--- config.mk ---
export PLATFORM = sky130hd
export DESIGN_NAME = vgm_command_stream_decoder
export DESIGN_NICKNAME = d
export VERILOG_FILES = /design/src/rtl/vgm_pkg.sv /design/src/rtl/vgm_command_stream_decoder.sv /design/src/rtl/vgm_front.sv /design/src/rtl/vgm_queue.sv /design/src/rtl/vgm_div.sv /design/src/rtl/vgm_back.sv
export VERILOG_INCLUDE_DIRS = /design/src /design/src/rtl
export SDC_FILE = /design/constraint.sdc
export NUM_CORES = 1
export LEC_CHECK = 0
export BUFFER_PORTS_ARGS = -buffer_cell sky130_fd_sc_hd__buf_2
export CAP_MARGIN = 30
export CORE_MARGIN = 1.5
export CORE_UTILIZATION = 30
export CTS_CLUSTER_SIZE = 25
export DETAILED_ROUTE_END_ITERATION = 10
export GPL_TIMING_DRIVEN = 0
export PLACE_DENSITY = 0.46
export SYNTH_ARGS = -nofsm -noshare
export SYNTH_HDL_FRONTEND = slang
export SYNTH_HIERARCHICAL = 1
export SYNTH_SLANG_ARGS = --single-unit
--- constraint.sdc ---
create_clock -name clk -period 8.81 [get_ports clk]
set_input_delay 1.3215 -clock clk [delete_from_list [all_inputs] [get_ports clk]]
set_output_delay 1.3215 -clock clk [all_outputs]
set_load 0.02 [all_outputs]
--- src/rtl/vgm_command_stream_decoder_defines.svh ---
// ----------------------------------------------------------------------------
// Assertion macros for the command stream decoder
// Shared property wrappers, clocked on clk and disabled in reset.
// ----------------------------------------------------------------------------
`ifndef VGM_COMMAND_STREAM_DECODER_DEFINES_SVH
`define VGM_COMMAND_STREAM_DECODER_DEFINES_SVH

// same-cycle implication
`define VGM_ASSERT_IMP(label, ante, cons) \
  label: assert property (@(posedge clk) disable iff (!rst_n) (ante) |-> (cons)) \
    else $error("vgm decoder: assertion failed");

// next-cycle implication
`define VGM_ASSERT_NXT(label, ante, cons) \
  label: assert property (@(posedge clk) disable iff (!rst_n) (ante) |=> (cons)) \
    else $error("vgm decoder: assertion failed");

`endif

--- src/rtl/vgm_pkg.sv ---
// ----------------------------------------------------------------------------
// vgm_pkg
// Result kinds, queue entry and divider request/response types.
// ----------------------------------------------------------------------------
package vgm_pkg;

  localparam logic [2:0] KIND_WRITE    = 3'd0;
  localparam logic [2:0] KIND_WAIT     = 3'd1;
  localparam logic [2:0] KIND_START    = 3'd2;
  localparam logic [2:0] KIND_STOP     = 3'd3;
  localparam logic [2:0] KIND_FINISHED = 3'd4;
  localparam logic [2:0] KIND_ERROR    = 3'd5;

  typedef enum logic [2:0] {
    CMD_WRITE,
    CMD_WAIT,
    CMD_START,
    CMD_STOP,
    CMD_END,
    CMD_ERROR
  } cmd_t;

  // START carries the tone period in value[11:0]
  typedef struct packed {
    cmd_t        op;
    logic [15:0] value;
  } cmd_entry_t;

  typedef struct packed {
    logic        start;
    logic [31:0] dividend;
    logic [31:0] divisor;
  } div_req_t;

  typedef struct packed {
    logic        done;
    logic [31:0] quotient;
  } div_rsp_t;

endpackage

--- src/rtl/vgm_command_stream_decoder.sv ---
// ----------------------------------------------------------------------------
// vgm_command_stream_decoder
// Sound-log command stream decoder, top level.
// ----------------------------------------------------------------------------
// One stream byte is taken per cycle whenever the command queue has room.
// Chip writes, waits and speaker stops leave at one beat a cycle unless the
// output stalls; an end of stream gives six beats and a parse error five. A
// speaker start runs one or two 32-step divisions in the divider (the second
// only if the first quotient is nonzero) from queue pop to the start beat,
// while the queue fills and then holds off further bytes. After the finished
// or error beat all further bytes are accepted and dropped. ay_clock_hz must
// be written through cfg_wr_en/cfg_wr_data only while the block is idle; the block does not enforce this.
`include "vgm_command_stream_decoder_defines.svh"

module vgm_command_stream_decoder #(
  parameter int QUEUE_DEPTH = 4
) (
  input  logic        clk,
  input  logic        rst_n,
  input  logic        cfg_wr_en,
  input  logic [31:0] cfg_wr_data,
  input  logic        in_valid,
  output logic        in_stall,
  input  logic [7:0]  in_data_byte,
  input  logic        in_stream_end,
  output logic        out_valid,
  input  logic        out_stall,
  output logic [2:0]  out_kind,
  output logic [15:0] out_value,
  output logic        out_last
);

  logic [31:0]         ay_clock_r;
  logic                q_push;
  logic                q_full;
  logic                q_pop;
  logic                q_valid;
  vgm_pkg::cmd_entry_t q_entry;
  vgm_pkg::cmd_entry_t q_head;
  vgm_pkg::div_req_t   div_req;
  vgm_pkg::div_rsp_t   div_rsp;

  always_ff @(posedge clk) begin
    if (!rst_n) begin
      ay_clock_r <= '0;
    end else if (cfg_wr_en) begin
      ay_clock_r <= cfg_wr_data;
    end
  end

  assign in_stall = q_full;

  vgm_front u_front (
    .clk          (clk),
    .rst_n        (rst_n),
    .in_valid     (in_valid),
    .in_data_byte (in_data_byte),
    .in_stream_end(in_stream_end),
    .q_full       (q_full),
    .q_push       (q_push),
    .q_entry      (q_entry)
  );

  vgm_queue #(
    .DEPTH(QUEUE_DEPTH)
  ) u_queue (
    .clk       (clk),
    .rst_n     (rst_n),
    .push      (q_push),
    .push_entry(q_entry),
    .full      (q_full),
    .pop       (q_pop),
    .head_valid(q_valid),
    .head      (q_head)
  );

  vgm_div u_div (
    .clk  (clk),
    .rst_n(rst_n),
    .req  (div_req),
    .rsp  (div_rsp)
  );

  vgm_back u_back (
    .clk        (clk),
    .rst_n      (rst_n),
    .ay_clock_hz(ay_clock_r),
    .q_valid    (q_valid),
    .q_head     (q_head),
    .q_pop      (q_pop),
    .div_req    (div_req),
    .div_rsp    (div_rsp),
    .out_valid  (out_valid),
    .out_stall  (out_stall),
    .out_kind   (out_kind),
    .out_value  (out_value),
    .out_last   (out_last)
  );

  `VGM_ASSERT_IMP(a_kind_range, out_valid, out_kind <= vgm_pkg::KIND_ERROR)
  `VGM_ASSERT_IMP(a_start_even, out_valid && out_kind == vgm_pkg::KIND_START, !out_value[0])
  `VGM_ASSERT_IMP(a_fin_last, out_valid && out_kind == vgm_pkg::KIND_FINISHED, out_last)
  `VGM_ASSERT_NXT(a_quiet_after_fin,
                  out_valid && !out_stall && out_kind == vgm_pkg::KIND_FINISHED, !out_valid)

endmodule

--- src/rtl/vgm_front.sv ---
// ----------------------------------------------------------------------------
// vgm_front
// Byte parser: tracks the command phase and posts one queue entry per beat
// at most.
// ----------------------------------------------------------------------------
module vgm_front (
  input  logic                   clk,
  input  logic                   rst_n,
  input  logic                   in_valid,
  input  logic [7:0]             in_data_byte,
  input  logic                   in_stream_end,
  input  logic                   q_full,
  output logic                   q_push,
  output vgm_pkg::cmd_entry_t    q_entry
);

  typedef enum logic [3:0] {
    PH_OPCODE,
    PH_SKIP,
    PH_CHIPDATA,
    PH_WAITARG,
    PH_MARKER,
    PH_BLKTYPE,
    PH_BLKSIZE,
    PH_AYREG,
    PH_AYDATA
  } phase_t;

  localparam logic [7:0]  OP_CHIP    = 8'h50;
  localparam logic [7:0]  OP_WAIT16  = 8'h61;
  localparam logic [7:0]  OP_WAITNT  = 8'h62;
  localparam logic [7:0]  OP_WAITPAL = 8'h63;
  localparam logic [7:0]  OP_END     = 8'h66;
  localparam logic [7:0]  OP_DBLOCK  = 8'h67;
  localparam logic [7:0]  OP_PCMRAM  = 8'h68;
  localparam logic [7:0]  OP_AY      = 8'ha0;
  localparam logic [7:0]  MARKER     = 8'h66;
  localparam logic [15:0] WAIT_NT    = 16'd735;
  localparam logic [15:0] WAIT_PAL   = 16'd882;
  localparam logic [31:0] PCM_SKIP   = 32'd13;
  localparam logic [7:0]  AY_TONE_LO = 8'd0;
  localparam logic [7:0]  AY_TONE_HI = 8'd1;
  localparam logic [7:0]  AY_MIXER   = 8'd7;
  localparam logic [7:0]  AY_VOL_A   = 8'd8;

  function automatic logic [3:0] skip_length(input logic [7:0] op);
    logic [3:0] len;
    len = 4'd0;
    if ((op >= 8'h30 && op <= 8'h3f) || op == 8'h4f || op == 8'h94) len = 4'd1;
    else if ((op >= 8'h40 && op <= 8'h4e) || (op >= 8'h51 && op <= 8'h5f) ||
             (op >= 8'ha1 && op <= 8'hbf)) len = 4'd2;
    else if ((op >= 8'hc0 && op <= 8'hdf) || op == 8'he1) len = 4'd3;
    else if (op == 8'he0 || op >= 8'he2 || op == 8'h90 || op == 8'h91 ||
             op == 8'h95) len = 4'd4;
    else if (op == 8'h92) len = 4'd5;
    else if (op == 8'h93) len = 4'd10;
    return len;
  endfunction

  phase_t      phase_r,    phase_nxt;
  logic [7:0]  opcode_r,   opcode_nxt;
  logic [31:0] skip_r,     skip_nxt;
  logic [23:0] arg_r,      arg_nxt;
  logic [1:0]  idx_r,      idx_nxt;
  logic [11:0] period_r,   period_nxt;
  logic        finished_r, finished_nxt;

  logic        accept;
  logic [3:0]  len;
  logic [31:0] blk_size;
  logic [11:0] new_period;

  assign accept   = in_valid && !q_full;
  assign len      = skip_length(in_data_byte);
  assign blk_size = {in_data_byte, arg_r};

  always_comb begin
    phase_nxt     = phase_r;
    opcode_nxt    = opcode_r;
    skip_nxt      = skip_r;
    arg_nxt       = arg_r;
    idx_nxt       = idx_r;
    period_nxt    = period_r;
    finished_nxt  = finished_r;
    q_push        = 1'b0;
    q_entry.op    = vgm_pkg::CMD_WRITE;
    q_entry.value = {8'd0, in_data_byte};
    new_period    = {in_data_byte[3:0], period_r[7:0]};

    if (accept && !finished_r) begin
      if (in_stream_end) begin
        q_push       = 1'b1;
        q_entry.op   = vgm_pkg::CMD_END;
        finished_nxt = 1'b1;
        phase_nxt    = PH_OPCODE;
        skip_nxt     = '0;
        arg_nxt      = '0;
        idx_nxt      = '0;
      end else begin
        case (phase_r)
          PH_SKIP: begin
            if (skip_r <= 32'd1) begin
              phase_nxt = PH_OPCODE;
              skip_nxt  = '0;
            end else begin
              skip_nxt = skip_r - 32'd1;
            end
          end
          PH_CHIPDATA: begin
            q_push    = 1'b1;
            phase_nxt = PH_OPCODE;
          end
          PH_WAITARG: begin
            if (idx_r == 2'd0) begin
              arg_nxt = {16'd0, in_data_byte};
              idx_nxt = 2'd1;
            end else begin
              q_push        = 1'b1;
              q_entry.op    = vgm_pkg::CMD_WAIT;
              q_entry.value = {in_data_byte, arg_r[7:0]};
              phase_nxt     = PH_OPCODE;
              arg_nxt       = '0;
              idx_nxt       = '0;
            end
          end
          PH_MARKER: begin
            if (in_data_byte != MARKER) begin
              q_push       = 1'b1;
              q_entry.op   = vgm_pkg::CMD_ERROR;
              finished_nxt = 1'b1;
              phase_nxt    = PH_OPCODE;
            end else if (opcode_r == OP_DBLOCK) begin
              phase_nxt = PH_BLKTYPE;
            end else begin
              skip_nxt  = PCM_SKIP;
              phase_nxt = PH_SKIP;
            end
          end
          PH_BLKTYPE: begin
            arg_nxt   = '0;
            idx_nxt   = '0;
            phase_nxt = PH_BLKSIZE;
          end
          PH_BLKSIZE: begin
            case (idx_r)
              2'd0:    arg_nxt = {arg_r[23:8], in_data_byte};
              2'd1:    arg_nxt = {arg_r[23:16], in_data_byte, arg_r[7:0]};
              2'd2:    arg_nxt = {in_data_byte, arg_r[15:0]};
              default: arg_nxt = '0;
            endcase
            if (idx_r == 2'd3) begin
              idx_nxt = '0;
              if (blk_size != 32'd0) begin
                skip_nxt  = blk_size;
                phase_nxt = PH_SKIP;
              end else begin
                phase_nxt = PH_OPCODE;
              end
            end else begin
              idx_nxt = idx_r + 2'd1;
            end
          end
          PH_AYREG: begin
            arg_nxt   = {16'd0, in_data_byte};
            phase_nxt = PH_AYDATA;
          end
          PH_AYDATA: begin
            phase_nxt  = PH_OPCODE;
            arg_nxt    = '0;
            q_entry.op = vgm_pkg::CMD_START;
            if (arg_r[7:0] == AY_TONE_LO) begin
              period_nxt = {period_r[11:8], in_data_byte};
            end else if (arg_r[7:0] == AY_TONE_HI) begin
              period_nxt    = new_period;
              q_entry.value = {4'd0, new_period};
              q_push        = (new_period != 12'd0);
            end else if (arg_r[7:0] == AY_MIXER) begin
              q_entry.value = {4'd0, period_r};
              q_push        = in_data_byte[0] && (period_r != 12'd0);
            end else if (arg_r[7:0] == AY_VOL_A) begin
              q_entry.op = vgm_pkg::CMD_STOP;
              q_push     = !in_data_byte[0];
            end
          end
          default: begin
            opcode_nxt = in_data_byte;
            arg_nxt    = '0;
            idx_nxt    = '0;
            if (len != 4'd0) begin
              skip_nxt  = {28'd0, len};
              phase_nxt = PH_SKIP;
            end else if (in_data_byte == OP_CHIP) begin
              phase_nxt = PH_CHIPDATA;
            end else if (in_data_byte == OP_WAIT16) begin
              phase_nxt = PH_WAITARG;
            end else if (in_data_byte == OP_WAITNT) begin
              q_push        = 1'b1;
              q_entry.op    = vgm_pkg::CMD_WAIT;
              q_entry.value = WAIT_NT;
            end else if (in_data_byte == OP_WAITPAL) begin
              q_push        = 1'b1;
              q_entry.op    = vgm_pkg::CMD_WAIT;
              q_entry.value = WAIT_PAL;
            end else if (in_data_byte == OP_END) begin
              q_push       = 1'b1;
              q_entry.op   = vgm_pkg::CMD_END;
              finished_nxt = 1'b1;
              phase_nxt    = PH_OPCODE;
              skip_nxt     = '0;
            end else if (in_data_byte == OP_DBLOCK || in_data_byte == OP_PCMRAM) begin
              phase_nxt = PH_MARKER;
            end else if (in_data_byte[7:4] == 4'h7) begin
              q_push        = 1'b1;
              q_entry.op    = vgm_pkg::CMD_WAIT;
              q_entry.value = {12'd0, in_data_byte[3:0]} + 16'd1;
              phase_nxt     = PH_OPCODE;
            end else if (in_data_byte[7:4] == 4'h8) begin
              phase_nxt = PH_OPCODE;
            end else if (in_data_byte == OP_AY) begin
              phase_nxt = PH_AYREG;
            end else begin
              q_push       = 1'b1;
              q_entry.op   = vgm_pkg::CMD_ERROR;
              finished_nxt = 1'b1;
              phase_nxt    = PH_OPCODE;
            end
          end
        endcase
      end
    end
  end

  always_ff @(posedge clk) begin
    if (!rst_n) begin
      phase_r    <= PH_OPCODE;
      opcode_r   <= '0;
      skip_r     <= '0;
      arg_r      <= '0;
      idx_r      <= '0;
      period_r   <= '0;
      finished_r <= 1'b0;
    end else begin
      phase_r    <= phase_nxt;
      opcode_r   <= opcode_nxt;
      skip_r     <= skip_nxt;
      arg_r      <= arg_nxt;
      idx_r      <= idx_nxt;
      period_r   <= period_nxt;
      finished_r <= finished_nxt;
    end
  end

endmodule

--- src/rtl/vgm_queue.sv ---
// ----------------------------------------------------------------------------
// vgm_queue
// Small FIFO of parsed commands between parser and sequencer.
// ----------------------------------------------------------------------------
module vgm_queue #(
  parameter int DEPTH = 4
) (
  input  logic                clk,
  input  logic                rst_n,
  input  logic                push,
  input  vgm_pkg::cmd_entry_t push_entry,
  output logic                full,
  input  logic                pop,
  output logic                head_valid,
  output vgm_pkg::cmd_entry_t head
);

  localparam int PTR_W = (DEPTH > 1) ? $clog2(DEPTH) : 1;
  localparam int CNT_W = $clog2(DEPTH + 1);

  vgm_pkg::cmd_entry_t mem [DEPTH];

  logic [PTR_W-1:0] wr_ptr_r;
  logic [PTR_W-1:0] rd_ptr_r;
  logic [CNT_W-1:0] count_r;
  logic             do_push;
  logic             do_pop;

  assign full       = (count_r == CNT_W'(DEPTH));
  assign head_valid = (count_r != '0);
  assign head       = mem[rd_ptr_r];
  assign do_push    = push && !full;
  assign do_pop     = pop && head_valid;

  always_ff @(posedge clk) begin
    if (do_push) begin
      mem[wr_ptr_r] <= push_entry;
    end
  end

  always_ff @(posedge clk) begin
    if (!rst_n) begin
      wr_ptr_r <= '0;
      rd_ptr_r <= '0;
      count_r  <= '0;
    end else begin
      if (do_push) begin
        wr_ptr_r <= (wr_ptr_r == PTR_W'(DEPTH - 1)) ? '0 : wr_ptr_r + PTR_W'(1);
      end
      if (do_pop) begin
        rd_ptr_r <= (rd_ptr_r == PTR_W'(DEPTH - 1)) ? '0 : rd_ptr_r + PTR_W'(1);
      end
      if (do_push && !do_pop) begin
        count_r <= count_r + CNT_W'(1);
      end else if (do_pop && !do_push) begin
        count_r <= count_r - CNT_W'(1);
      end
    end
  end

endmodule

--- src/rtl/vgm_div.sv ---
// ----------------------------------------------------------------------------
// vgm_div
// Restoring 32-bit unsigned divider, one quotient bit per cycle.
// ----------------------------------------------------------------------------
module vgm_div (
  input  logic              clk,
  input  logic              rst_n,
  input  vgm_pkg::div_req_t req,
  output vgm_pkg::div_rsp_t rsp
);

  localparam int W     = 32;
  localparam int CNT_W = $clog2(W);

  logic             busy_r;
  logic             done_r;
  logic [CNT_W-1:0] cnt_r;
  logic [W-1:0]     rem_r;
  logic [W-1:0]     quo_r;
  logic [W-1:0]     dsr_r;

  logic [W:0]       sh;
  logic             ge;
  logic [W-1:0]     rem_nxt;
  logic [W-1:0]     quo_nxt;

  assign sh      = {rem_r, quo_r[W-1]};
  assign ge      = (sh >= {1'b0, dsr_r});
  assign rem_nxt = ge ? W'(sh - {1'b0, dsr_r}) : sh[W-1:0];
  assign quo_nxt = {quo_r[W-2:0], ge};

  assign rsp.done     = done_r;
  assign rsp.quotient = quo_r;

  always_ff @(posedge clk) begin
    if (!rst_n) begin
      busy_r <= 1'b0;
      done_r <= 1'b0;
      cnt_r  <= '0;
    end else begin
      done_r <= 1'b0;
      if (req.start) begin
        busy_r <= 1'b1;
        cnt_r  <= '0;
      end else if (busy_r) begin
        cnt_r <= cnt_r + CNT_W'(1);
        if (cnt_r == CNT_W'(W - 1)) begin
          busy_r <= 1'b0;
          done_r <= 1'b1;
        end
      end
    end
  end

  always_ff @(posedge clk) begin
    if (req.start) begin
      rem_r <= '0;
      quo_r <= req.dividend;
      dsr_r <= req.divisor;
    end else if (busy_r) begin
      rem_r <= rem_nxt;
      quo_r <= quo_nxt;
    end
  end

endmodule

--- src/rtl/vgm_back.sv ---
// ----------------------------------------------------------------------------
// vgm_back
// Sequencer: expands queued commands into result beats, runs the divider
// for speaker starts and holds the output register.
// ----------------------------------------------------------------------------
module vgm_back (
  input  logic                clk,
  input  logic                rst_n,
  input  logic [31:0]         ay_clock_hz,
  input  logic                q_valid,
  input  vgm_pkg::cmd_entry_t q_head,
  output logic                q_pop,
  output vgm_pkg::div_req_t   div_req,
  input  vgm_pkg::div_rsp_t   div_rsp,
  output logic                out_valid,
  input  logic                out_stall,
  output logic [2:0]          out_kind,
  output logic [15:0]         out_value,
  output logic                out_last
);

  typedef enum logic [2:0] {
    S_IDLE,
    S_MUTE,
    S_TAIL,
    S_FIN,
    S_DIV1,
    S_DIV2,
    S_RES
  } state_t;

  localparam logic [31:0]      SPK_CLK = 32'h1234dc;
  localparam logic [15:0]      DIV_MAX = 16'hfffe;
  localparam logic [3:0][7:0]  MUTE    = {8'hff, 8'hdf, 8'hbf, 8'h9f};

  state_t              state_r,  state_nxt;
  vgm_pkg::cmd_entry_t cmd_r,    cmd_nxt;
  logic [1:0]          cnt_r,    cnt_nxt;
  logic [15:0]         res_r,    res_nxt;
  logic                valid_r,  valid_nxt;
  logic [2:0]          kind_r,   kind_nxt;
  logic [15:0]         value_r,  value_nxt;
  logic                last_r,   last_nxt;
  logic                load_ok;

  assign load_ok   = !valid_r || !out_stall;
  assign out_valid = valid_r;
  assign out_kind  = kind_r;
  assign out_value = value_r;
  assign out_last  = last_r;

  always_comb begin
    state_nxt        = state_r;
    cmd_nxt          = cmd_r;
    cnt_nxt          = cnt_r;
    res_nxt          = res_r;
    valid_nxt        = valid_r && out_stall;
    kind_nxt         = kind_r;
    value_nxt        = value_r;
    last_nxt         = last_r;
    q_pop            = 1'b0;
    div_req.start    = 1'b0;
    div_req.dividend = ay_clock_hz;
    div_req.divisor  = {16'd0, q_head.value[11:0], 4'd0};

    case (state_r)
      S_IDLE: begin
        if (q_valid && load_ok) begin
          q_pop   = 1'b1;
          cmd_nxt = q_head;
          case (q_head.op)
            vgm_pkg::CMD_WRITE: begin
              valid_nxt = 1'b1;
              kind_nxt  = vgm_pkg::KIND_WRITE;
              value_nxt = q_head.value;
              last_nxt  = 1'b1;
            end
            vgm_pkg::CMD_WAIT: begin
              valid_nxt = 1'b1;
              kind_nxt  = vgm_pkg::KIND_WAIT;
              value_nxt = q_head.value;
              last_nxt  = 1'b1;
            end
            vgm_pkg::CMD_STOP: begin
              valid_nxt = 1'b1;
              kind_nxt  = vgm_pkg::KIND_STOP;
              value_nxt = '0;
              last_nxt  = 1'b1;
            end
            vgm_pkg::CMD_START: begin
              div_req.start = 1'b1;
              state_nxt     = S_DIV1;
            end
            default: begin
              valid_nxt = 1'b1;
              kind_nxt  = vgm_pkg::KIND_WRITE;
              value_nxt = {8'd0, MUTE[0]};
              last_nxt  = 1'b0;
              cnt_nxt   = 2'd1;
              state_nxt = S_MUTE;
            end
          endcase
        end
      end
      S_MUTE: begin
        if (load_ok) begin
          valid_nxt = 1'b1;
          kind_nxt  = vgm_pkg::KIND_WRITE;
          value_nxt = {8'd0, MUTE[cnt_r]};
          last_nxt  = 1'b0;
          cnt_nxt   = cnt_r + 2'd1;
          if (cnt_r == 2'd3) begin
            state_nxt = S_TAIL;
          end
        end
      end
      S_TAIL: begin
        if (load_ok) begin
          valid_nxt = 1'b1;
          if (cmd_r.op == vgm_pkg::CMD_END) begin
            kind_nxt  = vgm_pkg::KIND_STOP;
            value_nxt = '0;
            last_nxt  = 1'b0;
            state_nxt = S_FIN;
          end else begin
            kind_nxt  = vgm_pkg::KIND_ERROR;
            value_nxt = cmd_r.value;
            last_nxt  = 1'b1;
            state_nxt = S_IDLE;
          end
        end
      end
      S_FIN: begin
        if (load_ok) begin
          valid_nxt = 1'b1;
          kind_nxt  = vgm_pkg::KIND_FINISHED;
          value_nxt = '0;
          last_nxt  = 1'b1;
          state_nxt = S_IDLE;
        end
      end
      S_DIV1: begin
        div_req.dividend = SPK_CLK;
        div_req.divisor  = div_rsp.quotient;
        if (div_rsp.done) begin
          if (div_rsp.quotient == 32'd0) begin
            res_nxt   = DIV_MAX;
            state_nxt = S_RES;
          end else begin
            div_req.start = 1'b1;
            state_nxt     = S_DIV2;
          end
        end
      end
      S_DIV2: begin
        if (div_rsp.done) begin
          if (div_rsp.quotient > {16'd0, DIV_MAX}) begin
            res_nxt = DIV_MAX;
          end else begin
            res_nxt = div_rsp.quotient[15:0] & DIV_MAX;
          end
          state_nxt = S_RES;
        end
      end
      S_RES: begin
        if (load_ok) begin
          valid_nxt = 1'b1;
          kind_nxt  = vgm_pkg::KIND_START;
          value_nxt = res_r;
          last_nxt  = 1'b1;
          state_nxt = S_IDLE;
        end
      end
      default: begin
        state_nxt = S_IDLE;
      end
    endcase
  end

  always_ff @(posedge clk) begin
    if (!rst_n) begin
      state_r <= S_IDLE;
      valid_r <= 1'b0;
      cnt_r   <= '0;
    end else begin
      state_r <= state_nxt;
      valid_r <= valid_nxt;
      cnt_r   <= cnt_nxt;
    end
    cmd_r   <= cmd_nxt;
    res_r   <= res_nxt;
    kind_r  <= kind_nxt;
    value_r <= value_nxt;
    last_r  <= last_nxt;
  end

endmodule

==> impl_table.tex <==
\begin{tabular}{lr}
\hline
Metric & Value \\
\hline
\multicolumn{2}{l}{\textbf{Min path}} \\
\quad Hold\_sp & u\_front/opcode\_r[3] \\
\quad Cells on Worst Hold Path & 2 \\
\quad Class of the worst hold path & reg2reg \\
\quad Endpoint of the worst hold-timing path & u\_front/opcode\_r[3] \\
\multicolumn{2}{l}{\textbf{Layout}} \\
\quad Number of filler cells placed in the layout & approximately 6600 \\
\quad Number of nets in the final layout & around 2100 \\
\quad Number of diodes added for antenna fixing & 0 \\
\quad Highest-count cells in the layout ignoring fill and taps & sky130\_fd\_sc\_hd\_\_edfxtp\_1, sky130\_fd\_sc\_hd\_\_dfxtp\_1, sky130\_fd\_sc\_hd\_\_nand2\_1 \\
\quad Leading cell type in the layout, fill and taps excluded & sky130\_fd\_sc\_hd\_\_edfxtp\_1 \\
\quad Sequential cell area & around 9200 sq um \\
\quad Proportion of layout cells with a drive suffix above 1 & 0.1420 \\
\quad Multi-input combinational cell area & 9503 sq um \\
\quad Area added between synthesis and finish & 15.69\% \\
\multicolumn{2}{l}{\textbf{GRT}} \\
\quad Overall fraction of global-route tracks in use & 0.1840 \\
\quad Residual overflow from global routing & 0 \\
\quad Global-route wire length before repair & $\sim$95000 um \\
\quad Largest net degree at the start of global routing & 25 \\
\quad Vias in the first global route & approximately 15000 \\
\quad Antenna violations before repair & 0 \\
\multicolumn{2}{l}{\textbf{Timing}} \\
\quad Tcrit/Tclk final & 0.7213 \\
\quad Maximum clock frequency & between 150 and 200 MHz \\
\quad Measured slew at the worst slew-check pin & 0.9721 ns \\
\quad Clock tree skew after final layout & $\sim$0.027 ns \\
\quad Worst slew margin & 0.3465 \\
\quad Final Max Tran Viols & 0 \\
\quad Final critical path time including I/O delays and setup & between 6 and 7 ns \\
\quad Setup repair after global routing missed its margin & false \\
\quad Setup violations, final & 0 \\
\quad Final hold violation count & 0 \\
\quad Aggregate negative setup slack & 0 ns \\
\multicolumn{2}{l}{\textbf{Worst setup path}} \\
\quad Kind of critical path & in2reg \\
\quad Bufs and invs on worst path & 5 \\
\quad End of the worst register-to-register path & u\_queue/count\_r[2] \\
\quad Crit-path leading delay family & simple AND/OR/NAND/NOR gates \\
\quad Cell breakdown of the critical path & buf\_2, clkbuf\_1, inv\_1, ha\_1, or4b\_2, a21oi\_1, a311o\_1, nor4\_2, o311ai\_0, a21oi\_1, nor2b\_1, buf\_2, ha\_1, inv\_1, fa\_1, xor2\_1, or3\_1, a21boi\_0 \\
\quad Register-to-register path setup slack & $\sim$4.2 ns \\
\quad Data required, critical path & 9.30 ns \\
\quad Max FO, Critical Path & 10 \\
\quad Worst R2R Path Depth & 13 \\
\quad Critical Path End Type & flop \\
\quad Largest stage delay, worst path & a little under 0.9 ns \\
\quad R2r startpoint & u\_front/arg\_r[5] \\
\quad Critical path launch point type & primary input \\
\quad Crit path DAT & just under 7 ns \\
\quad Slowest CP cell & sky130\_fd\_sc\_hd\_\_nor4\_2 \\
\multicolumn{2}{l}{\textbf{CTS}} \\
\quad Cell at the root of the clock tree & sky130\_fd\_sc\_hd\_\_clkbuf\_16 \\
\quad Clock slew seen by the registers of the worst setup and hold paths & approximately 0.060 ns \\
\quad Total of hold buffers inserted after clock tree synthesis & 0 \\
\quad Clock tree from TritonCTS & yes \\
\quad Number of clock buffers inserted by TritonCTS & 44 \\
\quad \# resized after CTS & 0 \\
\quad Sinks on Clock Net & between 300 and 400 \\
\quad H-tree depth reported by CTS & 2 \\
\quad CTS Buffer Depth & 3 \\
\quad Number of post-CTS setup repair buffers & 0 \\
\quad Clk\_lat worst skew & between 0.5 and 0.6 ns \\
\multicolumn{2}{l}{\textbf{Synth}} \\
\quad Simple-Gate Fraction of Synth Area & 0.1913 \\
\quad Dominant synthesized flop cell & sky130\_fd\_sc\_hd\_\_edfxtp\_1 \\
\quad Number of synthesized register bits & approximately 360 \\
\quad Fraction of registers with async set/reset & 0 \\
\quad Compound-Gate Fraction of Synth Area & 0.1526 \\
\quad Warning count from the yosys run & 6 \\
\quad Post-Synth XOR/XNOR Area & 0.02146 \\
\quad Multiplexer area fraction after synthesis & 0.08341 \\
\quad Sequential share of the synthesized area & 0.4700 \\
\quad Post-synth EDFFs & between 150 and 200 \\
\quad Post-Synth Adder-Cell Area & 0.03513 \\
\quad Area of the mapped netlist & about 20000 sq um \\
\quad Cell count after synthesis & around 1900 \\
\quad Per-instance average area after synthesis & 10.16 sq um \\
\quad Synth cell types & $\sim$110 \\
\quad Largest family of logic cells by synthesized area & simple AND/OR/NAND/NOR gates \\
\quad Mapped Nets & 2028 \\
\multicolumn{2}{l}{\textbf{Floorplanning}} \\
\quad Starting utilization of the core area & 0.3039 \\
\quad Height of the die & 258.5 um \\
\quad Placeable core region & $\sim$64000 sq um \\
\quad Die ar. & about 67000 sq um \\
\quad Row cnt & slightly above 90 \\
\quad Horizontal extent of the die & approximately 260 um \\
\quad Top Ports & slightly below 70 \\
\multicolumn{2}{l}{\textbf{Routing}} \\
\quad Vias post-DR & 15600 \\
\quad Vias per cell & about 5.3 \\
\quad Number of nets with antenna violations after detailed routing & 0 \\
\quad Iteration-0 DRC Markers & about 1300 \\
\quad Wire per inst & approximately 21 um \\
\quad Pre-Repair DR Iteration Count & 5 \\
\quad Final wirelength & approximately 60000 um \\
\quad Post-detailed-route DRC marker count & 0 \\
\multicolumn{2}{l}{\textbf{Power and ir drop}} \\
\quad Net Sw Frac & 0.3639 \\
\quad Worst VDD drop & between 0.1 and 0.15 mV \\
\quad Clock Power Share & 0.275 \\
\quad Power density over cell area & slightly below 300 nW/um\^{}2 \\
\quad Static power due to leakage & 8.394 nW \\
\quad Power share of the combinational group & 0.371 \\
\quad Switching component of the power & roughly 2.4 mW \\
\quad Final Power & $\sim$6.7 mW \\
\quad Internal power consumption & 4.255 mW \\
\quad Flop pwr share & 0.354 \\
\multicolumn{2}{l}{\textbf{Run status}} \\
\quad Result of the run & completed \\
\multicolumn{2}{l}{\textbf{Job}} \\
\quad Number of max-cap violations & 0 \\
\multicolumn{2}{l}{\textbf{Place}} \\
\quad Post-DP HPWL & about 47000 um \\
\quad Port-buffer cells & between 60 and 70 \\
\quad Final estimated routing congestion in global placement & about 0.95 \\
\hline
\end{tabular}
==> how the worst max path moves through the flow <==
stage | endpoint | cells past startpoint | startpoint
floorplan | u_queue/count_r[2] | 17 | in_data_byte[1]
global placement | u_queue/mem[2][13] | 13 | in_data_byte[1]
detailed placement | u_queue/count_r[2] | 18 | in_data_byte[1]
CTS | u_queue/count_r[2] | 18 | in_data_byte[1]
global route | u_queue/count_r[2] | 18 | in_data_byte[1]
finish | u_queue/count_r[2] | 18 | in_data_byte[1]
==> registers in the layout, summed over array words and instances, names as in the netlist, 2 cells and up, named ones only <==
signal,flops
u_queue/rd_ptr_r,2
u_front/phase_r,4
u_front/opcode_r,8
u_queue/wr_ptr_r,2
u_front/arg_r,24
u_front/idx_r,2
u_div/dsr_r,32
u_queue/count_r,3
u_div/quo_r,32
u_queue/mem,76
u_back/out_kind,3
u_front/skip_r,32
u_back/cnt_r,2
u_div/rem_r,32
u_back/out_value,16
ay_clock_r,32
u_front/period_r,12
u_back/cmd_r,19
u_back/state_r,3
u_back/res_r,15
u_div/cnt_r,5
==> Yosys cell counts (all sizes together), types with 19 or more instances <==
cell type | count | area (sq um)
dfxtp | 169 | 3383
nor4 | 35 | 225.2
nor2b | 80 | 500.5
edfxtp | 194 | 5826
inv | 67 | 251.5
mux4 | 19 | 461.7
mux2 | 46 | 521.8
ha | 51 | 638.1
a211oi | 25 | 202.7
nand2b | 23 | 146.4
clkbuf | 74 | 277.8
a21oi | 133 | 684.4
xnor2 | 22 | 192.7
and3 | 36 | 225.2
a31oi | 21 | 131.4
mux2i | 65 | 650.6
xor2 | 26 | 227.7
nor3 | 45 | 261.5
nand2 | 163 | 616.8
nor2 | 150 | 575.6
buf | 43 | 374.1
o21ai | 66 | 337.8
and2 | 22 | 140.1
nand3 | 59 | 300.3
a21o | 26 | 195.2
nand4 | 29 | 181.4
==> worst reg2reg max path: stages (launching register included) <==
cell and delay (ns):
sky130_fd_sc_hd__dfxtp_1 0.44, sky130_fd_sc_hd__nor4_1 0.74, sky130_fd_sc_hd__o211ai_1 0.37, sky130_fd_sc_hd__a2111oi_0 0.90, sky130_fd_sc_hd__a2111oi_0 0.15, sky130_fd_sc_hd__a21oi_1 0.36
sky130_fd_sc_hd__nor2b_1 0.17, sky130_fd_sc_hd__buf_2 0.18, sky130_fd_sc_hd__ha_1 0.20, sky130_fd_sc_hd__inv_1 0.06, sky130_fd_sc_hd__fa_1 0.38, sky130_fd_sc_hd__xor2_1 0.16
sky130_fd_sc_hd__or3_1 0.30, sky130_fd_sc_hd__a21boi_0 0.15
==> per-layer routing <==
metal / share of wire / vias up / track usage / wire length [um]
met2: 0.45 / 394 / 0.2908 / 27810
li1: - / 7416 / - / -
met5: 0 / - / 0 / 0
met3: 0.041 / 109 / 0.02426 / 2552
met4: 0.030 / 0 / 0.06157 / 1871
met1: 0.48 / 7676 / 0.2586 / 29620
==> stage by stage <==
| step | hold WS [ns] | cell area (sq um) | util | setup slack, ns | cells |
|---|---|---|---|---|---|
| 2_1_floorplan | 0.4311 | 19590 | - | 3.684 | 1929 |
| 3_3_place_gp | 0.4448 | 20980 | 0.3254 | 1.917 | 2847 |
| 3_5_place_dp | 0.4525 | 21200 | 0.3289 | 2.038 | 2858 |
| 4_1_cts | 0.4607 | 22660 | 0.3516 | 2.593 | 2939 |
| 5_1_grt | 0.4729 | 22660 | 0.3516 | 2.232 | 2939 |
| 6_report | 0.4644 | 22660 | 0.3516 | 2.455 | 2939 |
==> power groups by stage <==
stage	Clock, mW	Sequential, mW	Combinational, mW
after floorplan	0	2.40	1.71
after global placement	0	2.41	2.42
after detailed placement	0	2.41	2.48
after CTS	1.89	2.37	2.49
after global routing	1.96	2.41	2.73
final	1.84	2.37	2.48
==> layout make-up <==
type                            instances  share of cell area
Buffer                                117             0.02876
Tap cell                              855             0.04720
Multi-Input combinational cell       1382              0.4193
Clock buffer                           55             0.05217
Clock inverter                         26             0.01231
Timing Repair Buffer                   74             0.02286
Sequential cell                       363              0.4063
Inverter                               67             0.01110
==> kinds of logic after synthesis <==
group | after synthesis
fa+ha+maj | 54
mux | 130
compound gates | 437
flops | 363
simple gates | 713
buf+inv | 184
xor+xnor | 48
Note: power is estimated with default switching activity, not from simulation.
